### src/hdl/fdc_pkg.sv
// ----------------------------------------------------------------------------
// fdc_pkg
// Shared types, constants and the byte-wide CRC-32 update for the frame
// deframer with CRC-32 check.
// ----------------------------------------------------------------------------
package fdc_pkg;

    localparam int unsigned BYTE_W   = 8;
    localparam int unsigned POS_W    = 17;
    localparam int unsigned CODE_W   = 16;
    localparam int unsigned CRC_W    = 32;
    localparam int unsigned STS_W    = 2;

    localparam logic [POS_W-1:0] HDR_BYTES     = 17'd16;
    localparam logic [POS_W-1:0] TRAILER_BYTES = 17'd8;
    localparam logic [POS_W-1:0] CRC_TAIL      = 17'd4;
    localparam logic [POS_W-1:0] CODE_END      = 17'd20;
    localparam logic [POS_W-1:0] MIN_FRAME     = 17'd28;
    localparam logic [POS_W-1:0] LEN_HI_POS    = 17'd14;
    localparam logic [POS_W-1:0] LEN_LO_POS    = 17'd15;
    localparam logic [POS_W-1:0] CODE_HI_POS   = 17'd18;
    localparam logic [POS_W-1:0] CODE_LO_POS   = 17'd19;

    localparam logic [CRC_W-1:0] CRC_INIT = 32'hFFFF_FFFF;
    localparam logic [CRC_W-1:0] CRC_POLY = 32'hEDB8_8320;

    localparam logic KIND_PAYLOAD = 1'b0;
    localparam logic KIND_STATUS  = 1'b1;

    typedef enum logic [STS_W-1:0] {
        STS_OK        = 2'd0,
        STS_DEV_ERR   = 2'd1,
        STS_CRC_ERR   = 2'd2,
        STS_SHORT     = 2'd3
    } t_status;

    typedef struct packed {
        logic              has;
        logic              kind;
        logic [BYTE_W-1:0] payload;
        t_status           status;
        logic [CODE_W-1:0] code;
        logic [POS_W-1:0]  size;
    } t_result;

    // reflected CRC-32, one byte, LSB first
    function automatic logic [CRC_W-1:0] crc32_byte(
        input logic [CRC_W-1:0]  crc_in,
        input logic [BYTE_W-1:0] data
    );
        logic [CRC_W-1:0] c;
        c = crc_in ^ {24'd0, data};
        for (int k = 0; k < BYTE_W; k++) begin
            if (c[0]) begin
                c = (c >> 1) ^ CRC_POLY;
            end else begin
                c = c >> 1;
            end
        end
        return c;
    endfunction

endpackage

### src/hdl/fdc_parser.sv
// ----------------------------------------------------------------------------
// fdc_parser
// Frame state (position, length, return code, running and received CRC) and
// the per-byte decision logic. State advances on i_en.
// ----------------------------------------------------------------------------
module fdc_parser
    import fdc_pkg::*;
(
    input  logic              i_clk,
    input  logic              i_rst_n,
    input  logic              i_en,
    input  logic [BYTE_W-1:0] i_byte,
    output t_result           o_res
);

    logic [POS_W-1:0]  r_pos,    n_pos;
    logic [POS_W-1:0]  r_total,  n_total;
    logic [CRC_W-1:0]  r_crc,    n_crc;
    logic [CODE_W-1:0] r_code,   n_code;
    logic [CRC_W-1:0]  r_crc_rx, n_crc_rx;

    logic [POS_W:0] pos_x;
    logic [POS_W:0] total_x;
    logic           crc_en;
    logic           crc_rx_en;
    logic           pay_en;
    logic           frame_end;

    always_comb begin
        if (r_pos == LEN_HI_POS) begin
            n_total = {1'b0, i_byte, 8'h00};
        end else if (r_pos == LEN_LO_POS) begin
            n_total = {1'b0, r_total[15:8], i_byte} + HDR_BYTES;
        end else begin
            n_total = r_total;
        end

        if (r_pos == CODE_HI_POS) begin
            n_code = {i_byte, r_code[7:0]};
        end else if (r_pos == CODE_LO_POS) begin
            n_code = {r_code[15:8], i_byte};
        end else begin
            n_code = r_code;
        end

        pos_x   = {1'b0, r_pos};
        total_x = {1'b0, n_total};

        crc_en    = (r_pos < HDR_BYTES) || ((pos_x + {1'b0, TRAILER_BYTES}) < total_x);
        crc_rx_en = (r_pos >= HDR_BYTES) && (n_total >= MIN_FRAME)
                    && ((pos_x + {1'b0, TRAILER_BYTES}) >= total_x)
                    && ((pos_x + {1'b0, CRC_TAIL}) < total_x);
        pay_en    = (r_pos >= CODE_END)
                    && ((pos_x + {1'b0, TRAILER_BYTES}) < total_x)
                    && (n_code == '0);
        frame_end = (r_pos >= LEN_LO_POS) && ((pos_x + 18'd1) >= total_x);

        n_crc    = crc_en ? crc32_byte(r_crc, i_byte) : r_crc;
        n_crc_rx = crc_rx_en ? {r_crc_rx[23:0], i_byte} : r_crc_rx;
        n_pos    = r_pos + 17'd1;

        o_res = '0;
        if (frame_end) begin
            o_res.has  = 1'b1;
            o_res.kind = KIND_STATUS;
            o_res.code = n_code;
            o_res.size = n_total;
            if (n_total < MIN_FRAME) begin
                o_res.status = STS_SHORT;
            end else if (n_code != '0) begin
                o_res.status = STS_DEV_ERR;
            end else if ((n_crc ^ CRC_INIT) != n_crc_rx) begin
                o_res.status = STS_CRC_ERR;
            end else begin
                o_res.status = STS_OK;
            end
        end else if (pay_en) begin
            o_res.has     = 1'b1;
            o_res.kind    = KIND_PAYLOAD;
            o_res.payload = i_byte;
        end
    end

    always_ff @(posedge i_clk) begin
        if (!i_rst_n) begin
            r_pos    <= '0;
            r_total  <= '0;
            r_crc    <= CRC_INIT;
            r_code   <= '0;
            r_crc_rx <= '0;
        end else if (i_en) begin
            if (frame_end) begin
                r_pos    <= '0;
                r_total  <= '0;
                r_crc    <= CRC_INIT;
                r_code   <= '0;
                r_crc_rx <= '0;
            end else begin
                r_pos    <= n_pos;
                r_total  <= n_total;
                r_crc    <= n_crc;
                r_code   <= n_code;
                r_crc_rx <= n_crc_rx;
            end
        end
    end

endmodule

### src/hdl/frame_deframer_crc32_check.sv
// A byte's result is registered: input register, parser, output register. One
// byte per cycle unless i_stall stalls; CRC-32 update and counters share a cycle.
// A byte yields at most one transaction: a payload byte or an end-of-frame status.
// Reset (i_rst_n, synchronous, active low) empties both registers and returns the
// parser to the start of a header with the CRC preset to all ones.
// ----------------------------------------------------------------------------
// frame_deframer_crc32_check
// Length-prefixed frame parser with CRC-32 check: input register, parser,
// output register.
// ----------------------------------------------------------------------------
module frame_deframer_crc32_check
    import fdc_pkg::*;
(
    input  logic              i_clk,
    input  logic              i_rst_n,
    input  logic              i_valid,
    output logic              o_stall,
    input  logic [BYTE_W-1:0] i_rx_byte,
    output logic              o_valid,
    input  logic              i_stall,
    output logic              o_out_kind,
    output logic [BYTE_W-1:0] o_payload_byte,
    output logic [STS_W-1:0]  o_frame_status,
    output logic [CODE_W-1:0] o_device_code,
    output logic [POS_W-1:0]  o_frame_size
);

    logic              r_in_valid;
    logic [BYTE_W-1:0] r_in_byte;
    logic              r_out_valid;
    t_result           r_out;
    t_result           parse_res;
    logic              out_free;
    logic              advance;

    assign out_free = !r_out_valid || !i_stall;
    assign advance  = r_in_valid && out_free;
    assign o_stall  = r_in_valid && !out_free;

    fdc_parser u_parser (
        .i_clk   (i_clk),
        .i_rst_n (i_rst_n),
        .i_en    (advance),
        .i_byte  (r_in_byte),
        .o_res   (parse_res)
    );

    always_ff @(posedge i_clk) begin
        if (!i_rst_n) begin
            r_in_valid <= 1'b0;
        end else if (!o_stall) begin
            r_in_valid <= i_valid;
        end
    end

    always_ff @(posedge i_clk) begin
        if (!o_stall) begin
            r_in_byte <= i_rx_byte;
        end
    end

    always_ff @(posedge i_clk) begin
        if (!i_rst_n) begin
            r_out_valid <= 1'b0;
        end else if (out_free) begin
            r_out_valid <= advance && parse_res.has;
        end
    end

    always_ff @(posedge i_clk) begin
        if (out_free) begin
            r_out <= parse_res;
        end
    end

    assign o_valid        = r_out_valid;
    assign o_out_kind     = r_out.kind;
    assign o_payload_byte = r_out.payload;
    assign o_frame_status = r_out.status;
    assign o_device_code  = r_out.code;
    assign o_frame_size   = r_out.size;

endmodule

### config.mk
export PLATFORM = sky130hd
export DESIGN_NAME = frame_deframer_crc32_check
export DESIGN_NICKNAME = d
export VERILOG_FILES = /design/src/hdl/fdc_pkg.sv /design/src/hdl/fdc_parser.sv /design/src/hdl/frame_deframer_crc32_check.sv
export SDC_FILE = /design/constraint.sdc
export NUM_CORES = 1
export LEC_CHECK = 0
export BUFFER_PORTS_ARGS = -buffer_cell sky130_fd_sc_hd__buf_2
export CAP_MARGIN = 15
export CORE_ASPECT_RATIO = 0.9
export CORE_MARGIN = 4
export CORE_UTILIZATION = 47
export DETAILED_ROUTE_END_ITERATION = 7
export SLEW_MARGIN = 0
export SYNTH_ARGS = -nofsm -noshare
export SYNTH_HDL_FRONTEND = slang
export SYNTH_SLANG_ARGS = --single-unit
### constraint.sdc
create_clock -name i_clk -period 7.1 [get_ports i_clk]
set_input_delay 0.71 -clock i_clk [delete_from_list [all_inputs] [get_ports i_clk]]
set_output_delay 0.71 -clock i_clk [all_outputs]
set_load 0.01 [all_outputs]
==> impl_metrics.py, run 1 <==
metrics = {
    "synthesis": {
        "synth.cell_area_um2": 11100,
        "syn-mean-instance-area_um2": 8.64,
        "post-synth-top-area-cell": "dfxtp_1",
        "synth_fp_nets": 1357,
        "ys_types": 73,
        "netlist.area_leader.share_pct": 20.9,
        "synth.area.top_cells": "dfxtp_1 21%, edfxtp_1 14%, xnor2_1 6.6%",
        "yosysWarnings": 0,
        "synthCells": 1288,
        "synth_flop_cell": "dfxtp_1",
        "ys_seq_area_share_pct": 34.9,
        "synthArstFlopShare_pct": 0,
        "synth_enable_flop_cells": 52,
        "synth-seq-cells": 168,
    },
    "worst_setup_path": {
        "crit_fanout": 8,
        "cp-start-kind": "register",
        "end_kind": "register",
        "crit_required_ps": 7280,
        "cp.arrival_ps": 6890,
        "path_class": "reg2reg",
    },
    "timing": {
        "setup_ws_ps": 386,
        "clock.fmax_mhz": 149,
        "period_minus_slack_ps": 6710,
        "skew_ps": 13.7,
        "period_share_pct": 94.6,
        "final-hold-violation-count": 0,
        "slew_headroom_pct": 25.2,
        "setup_viol": 0,
        "maxSlewViolCount": 0,
        "fin_hold_ws_ps": 448,
        "setup_tns_ps": 0,
        "tightest_slew_ps": 1120,
    },
    "route": {
        "drc": 0,
        "viasPerCell": 6.19,
        "drt_iter0_drc": 1220,
        "first_pass_iters": 7,
        "vias": 10100,
        "routed_wl_mm": 35.6,
        "drt-wirelength-per-cell_um": 21.8,
        "ant_nets": 0,
    },
    "grt": {
        "antenna_found_initial": 0,
        "grt_max_degree": 117,
        "groute.usage.overall_pct": 27.0,
        "gr-total-overflow": 0,
        "grt_pass1_vias": 9373,
        "grt_pass1_wl_mm": 55.8,
    },
    "finish": {
        "nNetsFinal": 1385,
        "antenna_cells": 0,
        "drive_above_1_share_pct": 12.6,
        "multi_input_area_um2": 6860,
        "area_growth_pct": 11.1,
        "seq_area_um2": 3880,
        "layout_commonest_cell": "nand2_1",
        "mostFrequentLayoutCells": "150 x nand2_1, 116 x dfxtp_1, 84 x xnor2_1",
        "nFillCells": 2235,
    },
    "run": {
        "max_cap_viol_count": 0,
    },
    "clock_tree": {
        "numCtsBuffers": 17,
        "clkLatencyLatePin_ps": 440,
        "cts_buffer_depth": 2,
        "clock_sinks": 168,
        "cts_tree": "done",
        "path_clk_slew_ps": 70,
        "cts-htree-levels": 4,
        "postCtsSetupBuffers": 0,
        "cts-hold-fix-buffers": 0,
        "cts_root_buf": "clkbuf_16",
    },
    "power": {
        "ir_drop_mv": 0.168,
        "p_leak_nw": 4.74,
        "pwr_density_cell_nw_per_um2": 246,
    },
    "status": {
        "status": "finished, final reports clean",
    },
    "floorplan": {
        "die-height_um": 154,
        "row_count": 53,
        "die_w_um": 170,
        "dieArea_um2": 26200,
        "core-area_um2": 23300,
        "start_util_pct": 47.7,
        "io_pins": 58,
    },
    "worst_hold_path": {
        "hold_class": "in2reg",
    },
    "place": {
        "place.gp.congestion": 0.936,
        "port_buffers": 57,
        "pre_cts_ws_ps": 360,
        "dpl.hpwl_mm": 25.1,
    },
}
## logic make-up (layout without fill, tap and decap cells)
| family | after synthesis | count (layout) | synth area share [%] |
|---|---|---|---|
| and+or+nand+nor | 484 | 484 | 22.3 |
| AOI/OAI and AO/OA | 288 | 288 | 17.0 |
| DFF | 168 | 168 | 34.9 |
| xor gates and xnor gates | 140 | 140 | 11.2 |
| buffers and inverters | 107 | 148 | 4.00 |
| adders and majority gates | 58 | 58 | 6.50 |
| muxes | 43 | 43 | 4.06 |
## Yosys cell counts, drive strengths merged, types with 35 or more instances
master,instances
nor3,41
nor2,67
edfxtp,52
xnor2,87
nand2,153
a21boi,35
nand3,51
xor2,53
ha,57
a21oi,72
nand4,39
nor2b,54
clkbuf,60
dfxtp,116
o21ai,54
## metal layers
metal  GRT usage, %  vias to the layer above  share of wire (%)  wire, µm
li1               -                     4735                  -         -
met1           42.7                     4837                 48     17200
met2           37.5                      466                 40     14400
met3           4.55                       56                9.1      3260
met4           7.30                        0                2.1       759
met5              0                        -                  0         0
## power by group
part	leakage [nW]	internal (mW)	total [mW]	switching, mW
Sequential	1.57	1.02	1.07	0.0422
Clock	0.290	0.480	0.940	0.460
Combinational	2.88	0.442	1.04	0.594
## final timing paths
kind | from | end | slack (ps) | cells past startpoint
min | i_rx_byte[3] | r_in_byte[3] | 450 | 1
max reg2reg | u_parser.r_pos[3] | o_frame_status[1] | 390 | 19
min reg2reg | u_parser.r_total[0] | u_parser.r_total[0] | 480 | 2
max | u_parser.r_pos[3] | o_frame_status[1] | 390 | 19
## state kept, by name (all words and copies together), names as in the netlist, 2 cells and up
register and cells:
o_device_code 16, u_parser.r_crc_rx 32, o_frame_status 2, r_in_byte 8, u_parser.r_pos 17, u_parser.r_crc 32, u_parser.r_code 16, o_payload_byte 8
o_frame_size 17, u_parser.r_total 17
## area by class of cell
class | instances | share of cell area [%]
multi-input combinational | 1013 | 55.5
clock inverter | 14 | 1.21
clock buffer | 18 | 3.55
inverter | 21 | 0.638
timing repair buffer | 95 | 4.61
sequential | 168 | 31.4
tap | 302 | 3.06
## worst max-delay path, stage by stage, from the launching register on
cell	delay [ps]
dfxtp_1	510
ha_1	380
nor2b_2	310
nand4_4	180
or4_1	510
a32oi_1	270
nor2_1	200
ha_1	320
nand4_1	130
nor4_1	440
o211ai_1	230
a2111oi_1	440
nor3_1	220
nor2_2	290
o311ai_0	250
nand3_1	140
or4b_1	420
or4_1	470
or4_1	500
o31a_1	260
## per-stage QoR
stage               cell area, µm²  cells  util [%]  total power [mW]
floorplan                    11100   1288         -              1.83
global placement             11800   1598      50.4              2.09
detailed placement           11800   1598      50.4              2.09
CTS                          12300   1630      52.9              3.03
global route                 12400   1631      53.0              3.19
finish                       12400   1631      53.0              3.04
## repair_timing
item / 4_1_cts / 5_1_grt
resized for setup: 0 / 3
setup endpoints to repair: 0 / 1
hold endpoints to repair: 0 / 0
Power figures use the tool's default switching activity.
==> run 2: changes to the inputs <==
Settings changed: ABC_AREA set to 1, CORE_UTILIZATION 47 to 40, CTS_CLUSTER_SIZE set to 24.
==> run 2 against run 1 <==
Core utilization shrank 8.3 points. Total power shrank 13%. Final cell count grew 28%. Die area grew 22%. Sequential power shrank 4%. Synthesized area grew 4.4%. Critical path depth grew 7. Combinational power shrank 37%. Worst setup slack gained 1000 ps. Clock power grew 2.9%. Clock skew grew 4.0 ps. Count of clock-buffer cells in the layout grew 3.
==> impl_metrics.py, run 2 <==
metrics = {
    "synthesis": {
        "yosys.area_share.adder_pct": 6.23,
        "synth_fp_nets": 1774,
        "syn-mean-instance-area_um2": 6.82,
        "synth_flop_cell": "dfxtp_1",
        "synth.area.top_cells": "dfxtp_1 20%, nand2_1 18%, edfxtp_1 13%",
        "yosysWarnings": 0,
        "netlist.area_leader.share_pct": 20.0,
        "synth_enable_flop_cells": 52,
        "synth.cell_area_um2": 11600,
        "ys_types": 50,
        "synth.most_common_cell": "nand2_1",
        "synth-seq-cells": 168,
        "synth_compound_area_share_pct": 11.7,
        "synthCells": 1705,
        "synthTopCellsByCount": "565 x nand2_1, 184 x inv_1, 126 x nor2_1, 116 x dfxtp_1, 115 x a21oi_1",
        "synth_xor_area_share_pct": 8.33,
        "synth_top_family_by_area": "simple AND/OR/NAND/NOR gates",
        "yosys-mux-area-fraction_pct": 0,
        "ys_seq_area_share_pct": 33.4,
        "synthArstFlopShare_pct": 0,
        "synthSimpleGateAreaFrac_pct": 30.2,
        "post-synth-top-area-cell": "dfxtp_1",
    },
    "grt": {
        "groute.usage.overall_pct": 21.5,
        "grt_max_degree": 92,
        "antenna_found_initial": 0,
        "gr-total-overflow": 0,
        "grt_pass1_vias": 9884,
        "grt_pass1_wl_mm": 55.0,
    },
    "clock_tree": {
        "postCtsSetupBuffers": 0,
        "clkLatencyLatePin_ps": 450,
        "numCtsBuffers": 17,
        "post_cts_resize_count": 0,
        "cts_tree": "done",
        "cts-hold-fix-buffers": 0,
        "cts-htree-levels": 4,
        "cts_buffer_depth": 2,
        "path_clk_slew_ps": 70,
        "clock_sinks": 168,
        "cts_root_buf": "clkbuf_16",
    },
    "place": {
        "place.gp.congestion": 0.913,
        "dpl.hpwl_mm": 24.1,
        "pre_cts_ws_ps": 1570,
        "port_buffers": 57,
    },
    "power": {
        "pwr_density_cell_nw_per_um2": 210,
        "ir_drop_mv": 0.152,
        "p_leak_nw": 5.80,
    },
    "worst_setup_path": {
        "r2r_slack_ps": 1420,
        "r2r.worst_path.cells": 26,
        "crit_required_ps": 7280,
        "end_kind": "register",
        "path_class": "reg2reg",
        "reg2reg_to": "o_frame_status[1]",
        "cp.arrival_ps": 5860,
        "crit_fanout": 60,
        "rr_startpoint": "u_parser.r_pos[2]",
        "cp-start-kind": "register",
    },
    "route": {
        "vias": 10800,
        "drt_iter0_drc": 912,
        "drc": 0,
        "first_pass_iters": 5,
        "ant_nets": 0,
        "viasPerCell": 5.20,
        "routed_wl_mm": 34.5,
        "drt-wirelength-per-cell_um": 16.5,
    },
    "timing": {
        "clock.fmax_mhz": 176,
        "setup_viol": 0,
        "final-hold-violation-count": 0,
        "period_minus_slack_ps": 5680,
        "skew_ps": 17.7,
        "maxSlewViolCount": 0,
        "slew_headroom_pct": 26.9,
        "rsz0062_at_grt": "no",
        "period_share_pct": 80.0,
        "setup_tns_ps": 0,
        "tightest_slew_ps": 1100,
        "setup_ws_ps": 1420,
    },
    "floorplan": {
        "die_w_um": 188,
        "die-height_um": 170,
        "core-area_um2": 28300,
        "row_count": 58,
        "start_util_pct": 41.1,
        "io_pins": 58,
        "dieArea_um2": 31900,
    },
    "finish": {
        "mostFrequentLayoutCells": "563 x nand2_1, 185 x inv_1, 126 x nor2_1",
        "largestRegisters": "u_parser.r_crc x32, u_parser.r_crc_rx x32",
        "drive_above_1_share_pct": 7.75,
        "area_growth_pct": 8.72,
        "finish.utilization_pct": 44.6,
        "nNetsFinal": 1784,
        "layout_commonest_cell": "nand2_1",
        "antenna_cells": 0,
    },
    "run": {
        "max_cap_viol_count": 0,
    },
    "status": {
        "status": "finished, final reports clean",
    },
    "worst_hold_path": {
        "hold-path-cell-count": 1,
        "hp-start": "i_rx_byte[7]",
        "hold_class": "in2reg",
        "holdPathEnd": "r_in_byte[7]",
    },
}
-- run 2: changes by cell type after synthesis, moves of 29 or more --
cell	previous run	this run
nand2_1	153	565
inv_1	21	184
nor2_1	66	126
nor2b_1	54	0
xnor2_1	84	32
a21oi_1	71	115
nand3_1	51	86
a21boi_0	35	1
mux2i_1	30	0
nor3_1	41	12
-- run 2: worst max path at each step --
stage	start	end	slack (ps)	cells past startpoint
floorplan	u_parser.r_pos[3]	o_frame_status[1]	3210	33
global placement	u_parser.r_pos[2]	o_frame_status[1]	1630	24
detailed placement	u_parser.r_pos[2]	o_frame_status[1]	1570	26
CTS	u_parser.r_pos[2]	o_frame_status[1]	1540	24
global route	u_parser.r_pos[2]	o_frame_status[1]	950	26
finish	u_parser.r_pos[2]	o_frame_status[1]	1420	26
-- run 2: cell type report --
cell class	instances	area, µm²
fillers	2889	15700
multi-input cells	1261	6570
flip-flops and latches	168	3880
inverters	197	743
clock buffers	21	483
well taps	360	450
repair buffers	70	395
clock inverters	11	108
-- run 2: per-stage QoR --
stage	power, mW	instance area [µm²]	cells	hold slack, ps
3_5_place_dp	1.70	12000	2056	455
5_1_grt	2.80	12600	2088	427
2_1_floorplan	1.55	11600	1705	442
3_3_place_gp	1.70	12000	2056	451
6_report	2.66	12600	2088	448
4_1_cts	2.67	12600	2088	432
-- run 2: report_power, final --
group / internal (mW) / switching [mW] / leakage, nW
sequential: 1.01 / 0.0286 / 1.57
clock: 0.532 / 0.435 / 0.294
combinational: 0.237 / 0.418 / 3.94
-- run 2: cells by family after synthesis --
logic type / after synthesis
and+or+nand+nor: 840
buffers and inverters: 276
xor gates and xnor gates: 108
DFF: 168
AOI/OAI and AO/OA: 255
adders and majority gates: 58
-- run 2: layer usage --
layer	global-route usage (%)	part of all wire, %
met5	0	0
met4	5.84	1.5
met3	3.68	5.7
met1	31.7	49
met2	32.6	43
-- run 2: critical path, stage by stage (launching register included) --
cell and delay, ps:
dfxtp_1 620, ha_1 320, inv_1 140, nor3_2 270
nand3_4 190, clkinv_2 200, a21oi_1 70, a21oi_2 410
ha_1 330, a21oi_1 150, nor2_1 60, a211oi_1 250
o221ai_1 230, inv_1 200, nand3_4 440, nand2_8 490
nand2_1 130, o21ai_1 130, nand2_1 80, nand2_1 80
nand2_1 50, nor2_1 140, nand2_1 70, nor2_1 90
nand2_1 90, nand2_1 60, a21oi_1 50
==> run 3: changes to the inputs <==
Clock period 7.1 ns to 5.2 ns, I/O delays scaled along.
==> run 3 against run 2 <==
Critical path depth rose by 2. Non-clock buffer count grew 33. Die area unchanged. Combinational power up 42%. Flip-flop and latch count stayed put. First-iteration DRC count increased by 8.4%. Clock power grew 33%. Largest power group unchanged.
==> impl_metrics.py, run 3 (synthesized netlist as in run 2, its figures left out) <==
metrics = {
    "clock_tree": {
        "clkLatencyLatePin_ps": 440,
        "numCtsBuffers": 17,
        "cts_root_buf": "clkbuf_16",
        "clock_sinks": 168,
        "path_clk_slew_ps": 70,
        "cts-htree-levels": 4,
        "cts_buffer_depth": 2,
        "cts_tree": "done",
    },
    "floorplan": {
        "row_count": 58,
        "die_w_um": 188,
        "start_util_pct": 41.1,
        "dieArea_um2": 31900,
        "die-height_um": 170,
        "io_pins": 58,
        "core-area_um2": 28300,
    },
    "grt": {
        "groute.usage.overall_pct": 22.2,
        "gr-total-overflow": 0,
        "antenna_found_initial": 0,
        "grt_max_degree": 92,
        "grt_pass1_vias": 9934,
        "grt_pass1_wl_mm": 56.3,
    },
    "power": {
        "p_sw_share_pct": 33.1,
        "power_frac_seq_pct": 38.8,
        "p_sw_mw": 1.20,
        "power_frac_clock_pct": 35.6,
        "p_int_mw": 2.43,
        "fin_total_pwr_mw": 3.63,
        "pwr_density_cell_nw_per_um2": 280,
        "ir_drop_mv": 0.240,
        "p_leak_nw": 5.96,
        "combPwrFrac_pct": 25.6,
    },
    "route": {
        "drc": 0,
        "vias": 11100,
        "ant_nets": 0,
        "viasPerCell": 5.25,
        "drt_iter0_drc": 989,
        "drt-wirelength-per-cell_um": 17.0,
        "routed_wl_mm": 36.1,
        "first_pass_iters": 5,
    },
    "timing": {
        "tightest_slew_ps": 1090,
        "maxSlewViolCount": 0,
        "setup_viol": 0,
        "rsz0062_at_grt": "no",
        "setup_tns_ps": 0,
        "period_minus_slack_ps": 4780,
        "period_share_pct": 91.8,
        "skew_ps": 12.2,
        "clock.fmax_mhz": 209,
        "final-hold-violation-count": 0,
        "slew_headroom_pct": 27.3,
    },
    "worst_setup_path": {
        "cpMaxStageDelayCell": "dfxtp_1",
        "cp.arrival_ps": 4960,
        "end_kind": "register",
        "cp_common_cell": "nand2_1",
        "cp_slowest_stage_delay_ps": 440,
        "crit_required_ps": 5380,
        "cp-start-kind": "register",
        "path_class": "reg2reg",
        "crit_fanout": 28,
    },
    "finish": {
        "drive_above_1_share_pct": 9.70,
        "nNetsFinal": 1818,
        "mostFrequentLayoutCells": "562 x nand2_1, 184 x inv_1, 125 x nor2_1",
        "largestRegisters": "u_parser.r_crc x32, u_parser.r_crc_rx x32",
        "layout_commonest_cell": "nand2_1",
        "nFillCells": 2889,
        "area_growth_pct": 11.4,
        "antenna_cells": 0,
    },
    "place": {
        "port_buffers": 57,
        "dpl.hpwl_mm": 24.9,
        "place.gp.congestion": 0.940,
    },
    "status": {
        "status": "finished, final reports clean",
    },
    "worst_hold_path": {
        "hold_class": "in2reg",
    },
    "run": {
        "max_cap_viol_count": 0,
    },
}
## run 3: cell types whose count changed in the layout (fill, tap and decap cells not counted), moves of 2 or more
cell,delta
inv_8,-2
clkbuf_1,+2
buf_12,+3
ha_2,+2
ha_1,-2
clkbuf_16,-2
inv_4,-2
buf_4,+29
## run 3: power groups by stage
stage | Clock (mW) | Sequential, mW | Combinational [mW]
floorplan | 0 | 1.42 | 0.687
global placement | 0 | 1.44 | 0.906
detailed placement | 0 | 1.44 | 0.904
CTS | 1.31 | 1.41 | 0.914
global route | 1.37 | 1.41 | 1.04
finish | 1.29 | 1.41 | 0.928
## run 3: repair_timing
item                                    4_1_cts  5_1_grt
setup buffers                                 0       10
hold buffers                                  0        0
endpoints found under the setup margin        0       29
resized for setup                             0        8
## run 3: per-layer routing
layer,up-vias,share of wire [%],GRT usage (%)
met1,5116,47,32.5
li1,5520,-,-
met2,466,43,34.0
met4,0,1.9,5.33
met5,-,0,0
met3,42,8.8,4.18
## run 3: worst max-delay path: cells and delay by family, from the launching register on
family | cells | cell delay [ps]
AOI/OAI and AO/OA | 1 | 60
xor gates and xnor gates | 1 | 170
adders and majority gates | 2 | 590
buffers and inverters | 4 | 620
DFF | 1 | 440
and+or+nand+nor | 20 | 2610
## run 3: layout make-up
cell class | instances | area, µm² | area share (%)
Clock inverter | 10 | 120 | 0.928
Sequential cell | 168 | 3880 | 30.0
Tap cell | 360 | 450 | 3.48
Timing Repair Buffer | 103 | 684 | 5.29
Clock buffer | 22 | 454 | 3.51
Multi-Input combinational cell | 1262 | 6610 | 51.1
Inverter | 197 | 743 | 5.74
## run 3: stage by stage
stage	cells	area, µm²	worst slack (ps)	hold WS (ps)	util (%)
detailed placement	2079	12200	224	456	43.3
global placement	2079	12200	259	451	43.3
CTS	2111	12800	198	247	45.3
floorplan	1705	11600	1310	442	-
global route	2122	12900	12.8	237	45.7
finish	2122	12900	424	259	45.7
## run 3: worst paths after layout
kind	startpoint	cells past startpoint	slack (ps)	end
setup / recovery	u_parser.r_pos[3]	28	420	o_frame_status[1]
hold / removal	i_rx_byte[3]	1	260	r_in_byte[3]
setup reg to reg	u_parser.r_pos[3]	28	420	o_frame_status[1]
hold reg to reg	u_parser.r_total[3]	2	470	u_parser.r_total[3]
